### src/hdl/double_ended_queue_with_dump_defines.svh
// ----------------------------------------------------------------------------
// Double-ended queue with dump - assertion macros
// Shared property wrappers for the queue's concurrent checks.
// ----------------------------------------------------------------------------
`ifndef DOUBLE_ENDED_QUEUE_WITH_DUMP_DEFINES_SVH
`define DOUBLE_ENDED_QUEUE_WITH_DUMP_DEFINES_SVH

// Same-cycle implication, disabled while reset is high
`define DEQD_ASSERT_IMP(label, clk, rst, ante, cons) \
   label: assert property (@(posedge clk) disable iff (rst) (ante) |-> (cons)) \
      else $error("deque check failed");

// Next-cycle implication, disabled while reset is high
`define DEQD_ASSERT_NXT(label, clk, rst, ante, cons) \
   label: assert property (@(posedge clk) disable iff (rst) (ante) |=> (cons)) \
      else $error("deque check failed");

`endif

### src/hdl/deqd_pkg.sv
// ----------------------------------------------------------------------------
// Double-ended queue with dump - package
// Command and status codes, controller state type and the command/status
// bundles passed between controller and datapath.
// ----------------------------------------------------------------------------
package deqd_pkg;

   // Command codes on req_cmd
   localparam logic [2:0] CMD_PUSH_FRONT = 3'd0;
   localparam logic [2:0] CMD_PUSH_BACK  = 3'd1;
   localparam logic [2:0] CMD_POP_FRONT  = 3'd2;
   localparam logic [2:0] CMD_POP_BACK   = 3'd3;
   localparam logic [2:0] CMD_DUMP_FWD   = 3'd4;
   localparam logic [2:0] CMD_DUMP_BWD   = 3'd5;

   // Status codes on rsp_status
   localparam logic [1:0] ST_DATA  = 2'd0;
   localparam logic [1:0] ST_EMPTY = 2'd1;
   localparam logic [1:0] ST_FULL  = 2'd2;

   // Controller states, one-hot
   typedef enum logic [2:0] {
      S_IDLE     = 3'b001,
      S_DUMP_FWD = 3'b010,
      S_DUMP_BWD = 3'b100
   } deqd_state_type;

   // Controller to datapath
   typedef struct packed {
      logic push_front;
      logic push_back;
      logic pop_front;
      logic pop_back;
      logic load_fwd;
      logic load_bwd;
      logic step_fwd;
      logic step_bwd;
      logic rpt_full;
      logic rpt_empty;
   } deqd_ctl_type;

   // Datapath to controller
   typedef struct packed {
      logic empty;
      logic full;
      logic dump_last;
   } deqd_stat_type;

endpackage

### src/hdl/deqd_ctrl.sv
// ----------------------------------------------------------------------------
// Double-ended queue with dump - controller
// Decodes commands, sequences dumps one entry per cycle and drives busy.
// ----------------------------------------------------------------------------
module deqd_ctrl (
   input  logic                    clock,
   input  logic                    reset,
   input  logic                    start,
   input  logic [2:0]              req_cmd,
   input  deqd_pkg::deqd_stat_type stat,
   output deqd_pkg::deqd_ctl_type  ctl,
   output logic                    busy
);
   import deqd_pkg::*;

   deqd_state_type state_ff, state_in;
   logic           accept;

   assign busy   = (state_ff != S_IDLE);
   assign accept = start && !busy;

   // Next state and datapath commands
   always_comb begin
      state_in = state_ff;
      ctl      = '0;
      case (state_ff)
         S_IDLE: begin
            if (accept) begin
               case (req_cmd)
                  CMD_PUSH_FRONT: begin
                     if (stat.full) ctl.rpt_full = 1'b1;
                     else           ctl.push_front = 1'b1;
                  end
                  CMD_PUSH_BACK: begin
                     if (stat.full) ctl.rpt_full = 1'b1;
                     else           ctl.push_back = 1'b1;
                  end
                  CMD_POP_FRONT: begin
                     ctl.pop_front = !stat.empty;
                  end
                  CMD_POP_BACK: begin
                     ctl.pop_back = !stat.empty;
                  end
                  CMD_DUMP_FWD: begin
                     if (stat.empty) begin
                        ctl.rpt_empty = 1'b1;
                     end else begin
                        ctl.load_fwd = 1'b1;
                        state_in     = S_DUMP_FWD;
                     end
                  end
                  CMD_DUMP_BWD: begin
                     if (stat.empty) begin
                        ctl.rpt_empty = 1'b1;
                     end else begin
                        ctl.load_bwd = 1'b1;
                        state_in     = S_DUMP_BWD;
                     end
                  end
                  default: begin
                     // unused codes: no effect
                  end
               endcase
            end
         end
         S_DUMP_FWD: begin
            ctl.step_fwd = 1'b1;
            if (stat.dump_last) state_in = S_IDLE;
         end
         S_DUMP_BWD: begin
            ctl.step_bwd = 1'b1;
            if (stat.dump_last) state_in = S_IDLE;
         end
         default: begin
            state_in = S_IDLE;
         end
      endcase
   end

   // State register
   always_ff @(posedge clock) begin
      if (reset) state_ff <= S_IDLE;
      else       state_ff <= state_in;
   end

endmodule

### src/hdl/deqd_dpath.sv
// ----------------------------------------------------------------------------
// Double-ended queue with dump - datapath
// Ring buffer storage, front pointer and fill count, dump read pointer and
// the registered result stage.
// ----------------------------------------------------------------------------
`include "double_ended_queue_with_dump_defines.svh"

module deqd_dpath #(
   parameter int CAPACITY = 32
) (
   input  logic                    clock,
   input  logic                    reset,
   input  logic signed [31:0]      req_value,
   input  deqd_pkg::deqd_ctl_type  ctl,
   output deqd_pkg::deqd_stat_type stat,
   output logic                    rsp_valid,
   output logic signed [31:0]      rsp_item_value,
   output logic [1:0]              rsp_status,
   output logic                    rsp_last_item
);
   import deqd_pkg::*;

   localparam int IDX_W = (CAPACITY > 1) ? $clog2(CAPACITY) : 1;
   localparam int CNT_W = $clog2(CAPACITY + 1);
   localparam int SUM_W = IDX_W + 1;

   logic [31:0]      mem_ff [CAPACITY];
   logic [IDX_W-1:0] front_ff, front_in;
   logic [CNT_W-1:0] count_ff, count_in;
   logic [IDX_W-1:0] rd_ptr_ff, rd_ptr_in;
   logic [CNT_W-1:0] left_ff, left_in;
   logic             valid_ff;
   logic [31:0]      value_ff;
   logic [1:0]       status_ff, status_in;
   logic             last_ff, last_in;

   logic [SUM_W-1:0] tail_sum, back_sum;
   logic [IDX_W-1:0] tail_slot, back_slot, front_dec, front_inc;
   logic [IDX_W-1:0] ptr_inc, ptr_dec;
   logic             wr_en;
   logic [IDX_W-1:0] wr_addr;
   logic             step;

   // Ring arithmetic: sums stay below twice the capacity
   assign tail_sum  = SUM_W'(front_ff) + SUM_W'(count_ff);
   assign back_sum  = tail_sum - SUM_W'(1);
   assign tail_slot = (tail_sum >= SUM_W'(CAPACITY)) ?
                      IDX_W'(tail_sum - SUM_W'(CAPACITY)) : IDX_W'(tail_sum);
   assign back_slot = (back_sum >= SUM_W'(CAPACITY)) ?
                      IDX_W'(back_sum - SUM_W'(CAPACITY)) : IDX_W'(back_sum);
   assign front_dec = (front_ff == '0) ? IDX_W'(CAPACITY - 1) : front_ff - IDX_W'(1);
   assign front_inc = (front_ff == IDX_W'(CAPACITY - 1)) ? '0 : front_ff + IDX_W'(1);
   assign ptr_inc   = (rd_ptr_ff == IDX_W'(CAPACITY - 1)) ? '0 : rd_ptr_ff + IDX_W'(1);
   assign ptr_dec   = (rd_ptr_ff == '0) ? IDX_W'(CAPACITY - 1) : rd_ptr_ff - IDX_W'(1);

   // Status to controller
   assign stat.empty     = (count_ff == '0);
   assign stat.full      = (count_ff == CNT_W'(CAPACITY));
   assign stat.dump_last = (left_ff == CNT_W'(1));

   assign step = ctl.step_fwd || ctl.step_bwd;

   // Queue pointers
   always_comb begin
      front_in = front_ff;
      count_in = count_ff;
      if (ctl.push_front) begin
         front_in = front_dec;
         count_in = count_ff + CNT_W'(1);
      end else if (ctl.push_back) begin
         count_in = count_ff + CNT_W'(1);
      end else if (ctl.pop_front) begin
         front_in = front_inc;
         count_in = count_ff - CNT_W'(1);
      end else if (ctl.pop_back) begin
         count_in = count_ff - CNT_W'(1);
      end
   end

   // Dump read pointer and remaining count
   always_comb begin
      rd_ptr_in = rd_ptr_ff;
      left_in   = left_ff;
      if (ctl.load_fwd) begin
         rd_ptr_in = front_ff;
         left_in   = count_ff;
      end else if (ctl.load_bwd) begin
         rd_ptr_in = back_slot;
         left_in   = count_ff;
      end else if (step) begin
         rd_ptr_in = ctl.step_fwd ? ptr_inc : ptr_dec;
         left_in   = left_ff - CNT_W'(1);
      end
   end

   // Result fields
   always_comb begin
      status_in = ST_DATA;
      last_in   = 1'b1;
      if (ctl.rpt_full)       status_in = ST_FULL;
      else if (ctl.rpt_empty) status_in = ST_EMPTY;
      else                    last_in   = stat.dump_last;
   end

   assign wr_en   = ctl.push_front || ctl.push_back;
   assign wr_addr = ctl.push_front ? front_dec : tail_slot;

   // Entry storage
   always_ff @(posedge clock) begin
      if (wr_en) mem_ff[wr_addr] <= req_value;
   end

   // Registered read, zero outside a dump
   always_ff @(posedge clock) begin
      if (step) value_ff <= mem_ff[rd_ptr_ff];
      else      value_ff <= '0;
   end

   // Control registers
   always_ff @(posedge clock) begin
      if (reset) begin
         front_ff <= '0;
         count_ff <= '0;
         left_ff  <= '0;
         valid_ff <= 1'b0;
      end else begin
         front_ff <= front_in;
         count_ff <= count_in;
         left_ff  <= left_in;
         valid_ff <= step || ctl.rpt_full || ctl.rpt_empty;
      end
   end

   // Payload registers
   always_ff @(posedge clock) begin
      rd_ptr_ff <= rd_ptr_in;
      status_ff <= status_in;
      last_ff   <= last_in;
   end

   assign rsp_valid      = valid_ff;
   assign rsp_item_value = value_ff;
   assign rsp_status     = status_ff;
   assign rsp_last_item  = last_ff;

   // Checks
   `DEQD_ASSERT_IMP(a_cnt_bound, clock, reset, 1'b1, count_ff <= CNT_W'(CAPACITY))
   `DEQD_ASSERT_IMP(a_dump_nonempty, clock, reset, ctl.load_fwd || ctl.load_bwd, count_ff != '0)
   `DEQD_ASSERT_NXT(a_dump_end, clock, reset, step && stat.dump_last, rsp_valid && rsp_last_item)
   `DEQD_ASSERT_NXT(a_push_cnt, clock, reset, wr_en, count_ff == $past(count_ff) + CNT_W'(1))

endmodule

### src/hdl/double_ended_queue_with_dump.sv
// ----------------------------------------------------------------------------
// Double-ended queue with dump - top level
// Bounded deque of signed 32-bit values in a ring buffer, with front/back
// push and pop and a streaming dump in either direction.
// ----------------------------------------------------------------------------
//  channel  ports                                   handshake
//  request  req_cmd, req_value                      start high, busy low
//  result   rsp_item_value, rsp_status,             rsp_valid, one cycle,
//           rsp_last_item                           no backpressure
//
//  Push and pop complete without raising busy; a new item may follow every cycle.
//  A full push or an empty dump reports one result the cycle after accept.
//  A dump holds busy until its last entry is read, one read of the ring
//  memory per cycle; each result is registered and follows its read in the cycle after.
//  Synchronous reset empties the queue; no clearing pass is needed.
// ----------------------------------------------------------------------------
module double_ended_queue_with_dump #(
   parameter int CAPACITY = 32
) (
   input  logic               clock,
   input  logic               reset,
   input  logic               start,
   output logic               busy,
   input  logic [2:0]         req_cmd,
   input  logic signed [31:0] req_value,
   output logic               rsp_valid,
   output logic signed [31:0] rsp_item_value,
   output logic [1:0]         rsp_status,
   output logic               rsp_last_item
);
   import deqd_pkg::*;

   deqd_ctl_type  ctl;
   deqd_stat_type stat;

   // Command sequencer
   deqd_ctrl u_ctrl (
      .clock   (clock),
      .reset   (reset),
      .start   (start),
      .req_cmd (req_cmd),
      .stat    (stat),
      .ctl     (ctl),
      .busy    (busy)
   );

   // Storage, pointers and result register
   deqd_dpath #(
      .CAPACITY (CAPACITY)
   ) u_dpath (
      .clock          (clock),
      .reset          (reset),
      .req_value      (req_value),
      .ctl            (ctl),
      .stat           (stat),
      .rsp_valid      (rsp_valid),
      .rsp_item_value (rsp_item_value),
      .rsp_status     (rsp_status),
      .rsp_last_item  (rsp_last_item)
   );

endmodule

### config.mk
export PLATFORM = sky130hd
export DESIGN_NAME = double_ended_queue_with_dump
export DESIGN_NICKNAME = d
export VERILOG_FILES = /design/src/hdl/deqd_pkg.sv /design/src/hdl/deqd_ctrl.sv /design/src/hdl/deqd_dpath.sv /design/src/hdl/double_ended_queue_with_dump.sv
export VERILOG_INCLUDE_DIRS = /design/src /design/src/hdl
export SDC_FILE = /design/constraint.sdc
export NUM_CORES = 1
export LEC_CHECK = 0
export ABC_CLOCK_PERIOD_IN_PS = 6460
export BUFFER_PORTS_ARGS = -buffer_cell sky130_fd_sc_hd__buf_2
export CORE_UTILIZATION = 45
export DETAILED_ROUTE_END_ITERATION = 12
export PLACE_DENSITY_LB_ADDON = 0.08
export SYNTH_ARGS = -nofsm -noshare
export SYNTH_HDL_FRONTEND = slang
export SYNTH_SLANG_ARGS = --single-unit
### constraint.sdc
create_clock -name clock -period 6.46 [get_ports clock]
set_input_delay 0.646 -clock clock [delete_from_list [all_inputs] [get_ports clock]]
set_output_delay 0.646 -clock clock [all_outputs]
set_load 0.005 [all_outputs]
# --- After elaboration in Yosys (flattened, before gate mapping) ---
# Memories as Yosys holds them, arrays and structs flattened. A register that Yosys moved wholly into a read port is not among the register bits.
# Cells that the tools add are included.
totals:
  word_cells: 110
  output_inout_bits: 37
  ff_bits: 29
  ramBits: 1024
  n_memories: 1
  inputBits: 38
classes:
  add_sub_neg: 11
  eq_ne: 19
  order_cmp: 2
  n_mux: 48
  n_reduce_logical: 21
memory_table:
  columns: ["name", "depth", "width", "read_ports", "rd_clocked_by_memory_dff", "write_ports", "line", "rtl"]
  rows:
  - ["u_dpath.mem_ff", 32, 32, 1, 1, 1, "deqd_dpath.sv:27", "logic [31:0] mem_ff [CAPACITY];"]
ops:
  columns: ["op", "n"]
  rows:
  - ["$mux W5", 14]
  - ["$mux W6", 9]
  - ["$sub A5 B1 Y5 const B", 4]
  - ["$sub A6 B1 Y6 const B", 3]
  - ["$mux W1", 17]
  - ["$ge A6 B6 Y1 const B", 2]
  - ["$mux W3", 4]
  - ["$pmux W3 S2", 2]
  - ["$add A5 B1 Y5 const B", 2]
  - ["$eq A5 B5 Y1 const B", 2]
  - ["$logic_not A5 Y1", 2]
  - ["$eq A3 B2 Y1 const B", 3]
  - ["$eq A3 B3 Y1 const B", 3]
  - ["$ne A3 B3 Y1 const B", 3]
  - ["$reduce_or A2 Y1", 4]
  - ["$add A5 B6 Y6", 1]
  - ["$add A6 B1 Y6 const B", 1]
  - ["$eq A3 B1 Y1 const B", 2]
  - ["$eq A6 B1 Y1 const B", 1]
  - ["$eq A6 B6 Y1 const B", 1]
  - ["$logic_not A6 Y1", 1]
  - ["$ne A2 B1 Y1 const B", 3]
  - ["$reduce_and A5 Y1", 1]
  - ["$logic_or A1 B1 Y1", 4]
  - ["other kinds (9)", 12]

# --- Longest topological paths before layout ---
logic_depth:
  ltp_word: 9
  depth_mapped: 11
  ltp_nobuf: 9

# --- Modules after synthesis ---
# A second synthesis with hierarchy kept.
unflattened:
  cells_unflattened: 1921
  hier_area_um2: 41979.0
by_module_without_submodules:
  columns: ["module", "instances", "cells_each", "seq_area_each_um2", "area_each_um2"]
  rows:
  - ["deqd_dpath", 1, 1888, 31960.7, 41716.3]
  - ["deqd_ctrl", 1, 33, 60.1, 262.8]

# --- Least setup slack after synthesis ---
# No wires, ideal clock.
synth_path:
  path_kind: "input to register"
  start: "input port req_cmd[0]"
  end: "memory u_dpath.mem_ff[11][0] (enable)"
  path_slack_ps: 837
  n_path_buf: 2
  arrival_time_ps: 5121
  stages: 7
  cell_sequence: "buf_2 > or3_1 > a211oi_2 > nand3_1 > o21a_1 > buf_2 > nor4_1"
synth_between:
  elab_chain_len: 7
synth_rtl:
  columns: ["element", "line", "rtl"]
  rows:
  - ["start: declaration", "double_ended_queue_with_dump.sv:24", "input logic [2:0] req_cmd,"]
  - ["$eq A3 B1 Y1 / $logic_not A3 Y1 (equally long branches)", "deqd_ctrl.sv:29", "case (req_cmd)"]
  - ["$mux W1", "deqd_ctrl.sv:29", null]
  - ["$mux W6 (*)", "deqd_ctrl.sv:28", "if (accept) begin"]
  - ["$mux W6 (*)", "deqd_ctrl.sv:26", "case (state_ff)"]
  - ["$logic_or A1 B1 Y1", "deqd_dpath.sv:105", "assign wr_en = ctl.push_front || ctl.push_back;"]
  - ["$mux W1", "deqd_dpath.sv:110", "if (wr_en) mem_ff[wr_addr] <= req_value;"]
  - ["$mux W1 (not written as such)", "deqd_dpath.sv:110", null]
  - ["end: declaration", "deqd_dpath.sv:27", null]
# Every way passes the cells marked *; elsewhere a longest branch is shown, timed or not.

# --- Final worst setup path ---
layout_path:
  start: "register u_dpath.count_ff[1]"
  end: "memory u_dpath.mem_ff[12][0] (enable)"
layout_between:
  elab_chain_len: 8
layout_rtl:
  columns: ["element", "line", "rtl"]
  rows:
  - ["start: declaration", "deqd_dpath.sv:29", "logic [CNT_W-1:0] count_ff, count_in;"]
  - ["start signal: assignment", "deqd_dpath.sv:128", "count_ff <= count_in;"]
  - ["branches (longest 8 deep; another with $add A5 B6 Y6)", null, null]
# Several ways; the timed one is not identified.

==> flow_summary_export.csv <==
group,metric,value,unit
finish,final_nets,2237,
route,first_pass_iters,5,
global_route,overflow,0,
floorplanning,die_h,307.2,um
setup_path,start_kind,"flop",
global_route,grt_max_degree,101,
finish,layout-drive-gt1-share,25.03,%
floorplanning,num_io_pins,75,
pwr,peakVddDrop,0.0002428,V
timing,hold_violations,0,
placed_design,place.port_buffers,74,
setup_path,slowest_delay,0.67,ns
clock_network,postCtsSetupRepairBufs,0,
setup_path,cp_data_required_time,6.76,ns
clock_network,cts_made_buffers,110,
logic_synthesis,yosysTopAreaCellShare,73.71,%
logic_synthesis,synth_adder_area_share,0.4955,%
finish,layout_common_cells,"edfxtp_1, mux4_2, mux2i_1, clkbuf_16, a211oi_1",
timing,relSlewSlack,25.32,%
logic_synthesis,synth.ff_latch_count,1085,
clock_network,cts_max_level,3,
floorplanning,fp.dieW,307.2,um
setup_path,crit_type,"flop to flop",
logic_synthesis,synthArstFlopShare,0,%
timing,fin_tns_setup,0,ns
setup_path,cp_top_family,"simple AND/OR/NAND/NOR gates",
pwr,total_power,14.93,mW
global_route,antenna_found_initial,1,
logic_synthesis,synth_top_family_by_area,"multiplexers",
logic_synthesis,synth.area.mux_share,13.58,%
route,drt_iter0_drc,1951,
logic_synthesis,synth-xor-area-share,0.5134,%
clock_network,ctsHoldBuffers,0,
timing,tightest_slew,1.120,ns
placed_design,finalWeightedCongestion,0.8431,
setup_path,arrival,4.24,ns
clock_network,cts_resized,0,
setup_path,cpMostUsedCell,"buf_4",
placed_design,post-place-ws,2.535,ns
route,vias,20930,
clock_network,cts_sinks,1085,
timing,period_share,61.01,%
timing,skew,0.03536,ns
floorplanning,rows,111,
setup_path,cp_num_buf_inv,3,
logic_synthesis,synth_compound_area_share,5.441,%
clock_network,cts-root-buf,"clkbuf_16",
global_route,use_met1,33.10,%
global_route,grtUsageMet3,3.021,%
clock_network,clock_path_buffers,3,
logic_synthesis,synth_nets,2105,
finish,syn2layout_area_growth,14.29,%
logic_synthesis,yosysWarnings,0,
floorplanning,dieArea,0.09438,mm^2
setup_path,cp-end-kind,"flop",
logic_synthesis,synth_top_cell_by_area,"edfxtp_1",
logic_synthesis,synthSimpleGateAreaFrac,2.200,%
timing,min_period,3.942,ns
logic_synthesis,synthCells,2051,
logic_synthesis,synth_top_flop_cell,"edfxtp_1",
run_status,status,"completed",
timing,fmax,253.7,MHz
logic_synthesis,synthDistinctLibCells,73,
timing,setup_ws,2.518,ns
setup_path,crit_path_top_delay_cell,"nor3_4",
hold_path,min_path_type,"primary input to flop",
logic_synthesis,synth.area.top_cells,"edfxtp_1, mux4_2, mux2i_1",
global_route,grt-busiest-layer,"met2",
logic_synthesis,synth_edf_count,1029,
timing,grt_setup_unrepaired,"no",
logic_synthesis,synth_seq_area_share,76.39,%
logic_synthesis,synth.cell_area,0.04192,mm^2
route,ant_nets,0,
global_route,grt_pass1_wl,153400,um
global_route,grt_pass1_vias,21190,
global_route,grt_util_all_layers,22.75,%
pwr,p_leak,15.47,nW
setup_path,critPathMaxFanout,24,
run,max_cap_violations,0,
route,drcViolationCount,0,
route,wl_per_cell,30.18,um
clock_network,clock_latency,0.69,ns
logic_synthesis,syn_avg_cell_area,20.44,um^2
timing,slew_viol_final,0,
global_route,grt_use_met2,36.69,%
floorplanning,start_util,45.59,%
floorplanning,coreArea,0.09194,mm^2
finish,mostFrequentLayoutCell,"edfxtp_1",
route,viasPerCell,5.938,
setup_path,path_cells,"inv_1 -> ha_1 -> nor4b_4 -> a211oi_2 -> buf_4 -> o21a_1 -> nor3_4 -> buf_4",
placed_design,dp_hpwl,61900,um
pwr,p_per_area,311.7,mW/mm^2
clock_network,cts_tree,"done",
route,wirelength,106400,um
clock_network,clk_pin_slew,0.07,ns
timing,finalSetupViolations,0,
[flip-flops by register name, summed over array words and instances (netlist names)]
register                count
u_dpath.rsp_item_value     32
u_dpath.rsp_status          2
u_dpath.rd_ptr_ff           5
u_dpath.rsp_last_item       1
u_dpath.rsp_valid           1
u_dpath.left_ff             6
u_dpath.front_ff            5
u_dpath.mem_ff           1024
u_dpath.count_ff            6
u_ctrl.state_ff             3
[power breakdown]
group          leakage, nW  switching (mW)  internal [mW]
Combinational         3.90           0.382          0.173
Sequential            9.70          0.0213           7.73
Clock                 1.86            2.66           3.96
[synth_stat cells (15+ instances only)]
library cell / instances
edfxtp_1: 1029
mux4_2: 192
mux2i_1: 131
a211oi_1: 91
clkbuf_1: 71
dfxtp_1: 56
buf_2: 41
o22ai_1: 33
a22oi_1: 32
o221ai_1: 32
a22o_1: 31
nor2_1: 29
a21oi_1: 28
nor3_1: 26
nand2_1: 25
ha_1: 15
[final cells by class]
| class | count | area, um^2 |
|---|---|---|
| Sequential cell | 1085 | 32020 |
| Fill cell | 7366 | 44030 |
| Timing Repair Buffer | 143 | 925.9 |
| Tap cell | 1243 | 1555 |
| Inverter | 14 | 52.55 |
| Multi-Input combinational cell | 829 | 9538 |
| Antenna cell | 1 | 2.502 |
| Clock inverter | 79 | 922.1 |
| Clock buffer | 131 | 2893 |
[worst reg2reg max path, stage by stage (launching register included)]
cell      delay (ns)
dfxtp_1         0.41
inv_1           0.15
ha_1            0.25
nor4b_4         0.53
a211oi_2        0.14
buf_4           0.23
o21a_1          0.55
nor3_4          0.68
buf_4           0.56
[path summary, 6_finish.rpt]
path,startpoint,endpoint,slack (ns),cells after the start
setup / recovery,u_dpath.count_ff[1],u_dpath.mem_ff[12][0],2.52,8
hold / removal,req_cmd[2],u_dpath.rsp_status[0],0.35,2
setup reg to reg,u_dpath.count_ff[1],u_dpath.mem_ff[12][0],2.52,8
hold reg to reg,u_ctrl.state_ff[2],u_ctrl.state_ff[2],0.55,2
[metal layers]
| layer | share of wire, % | vias up |
|---|---|---|
| met4 | 1.7 | 2 |
| met1 | 45 | 11280 |
| met2 | 49 | 583 |
| met3 | 5.0 | 121 |
| met5 | 0.011 | - |
| li1 | - | 8943 |
[through the flow]
step	cell area, um^2	hold WS, ns	std cells	util, %
floorplan	41920	0.4932	2051	-
global placement	44090	0.5226	3314	47.96
detailed placement	44090	0.5344	3314	47.96
CTS	47910	0.2980	3524	52.11
global route	47910	0.3351	3524	52.11
finish	47910	0.3525	3525	52.11
[cells by family after synthesis]
| kind of cell | after synthesis |
|---|---|
| buffers and inverters | 137 |
| XOR/XNOR | 23 |
| adder cells (fa/ha/maj) | 16 |
| AND/OR/NAND/NOR | 163 |
| multiplexers | 327 |
| AO/OA/AOI/OAI | 300 |
| flip-flops | 1085 |
(Power assumes the default switching activity.)
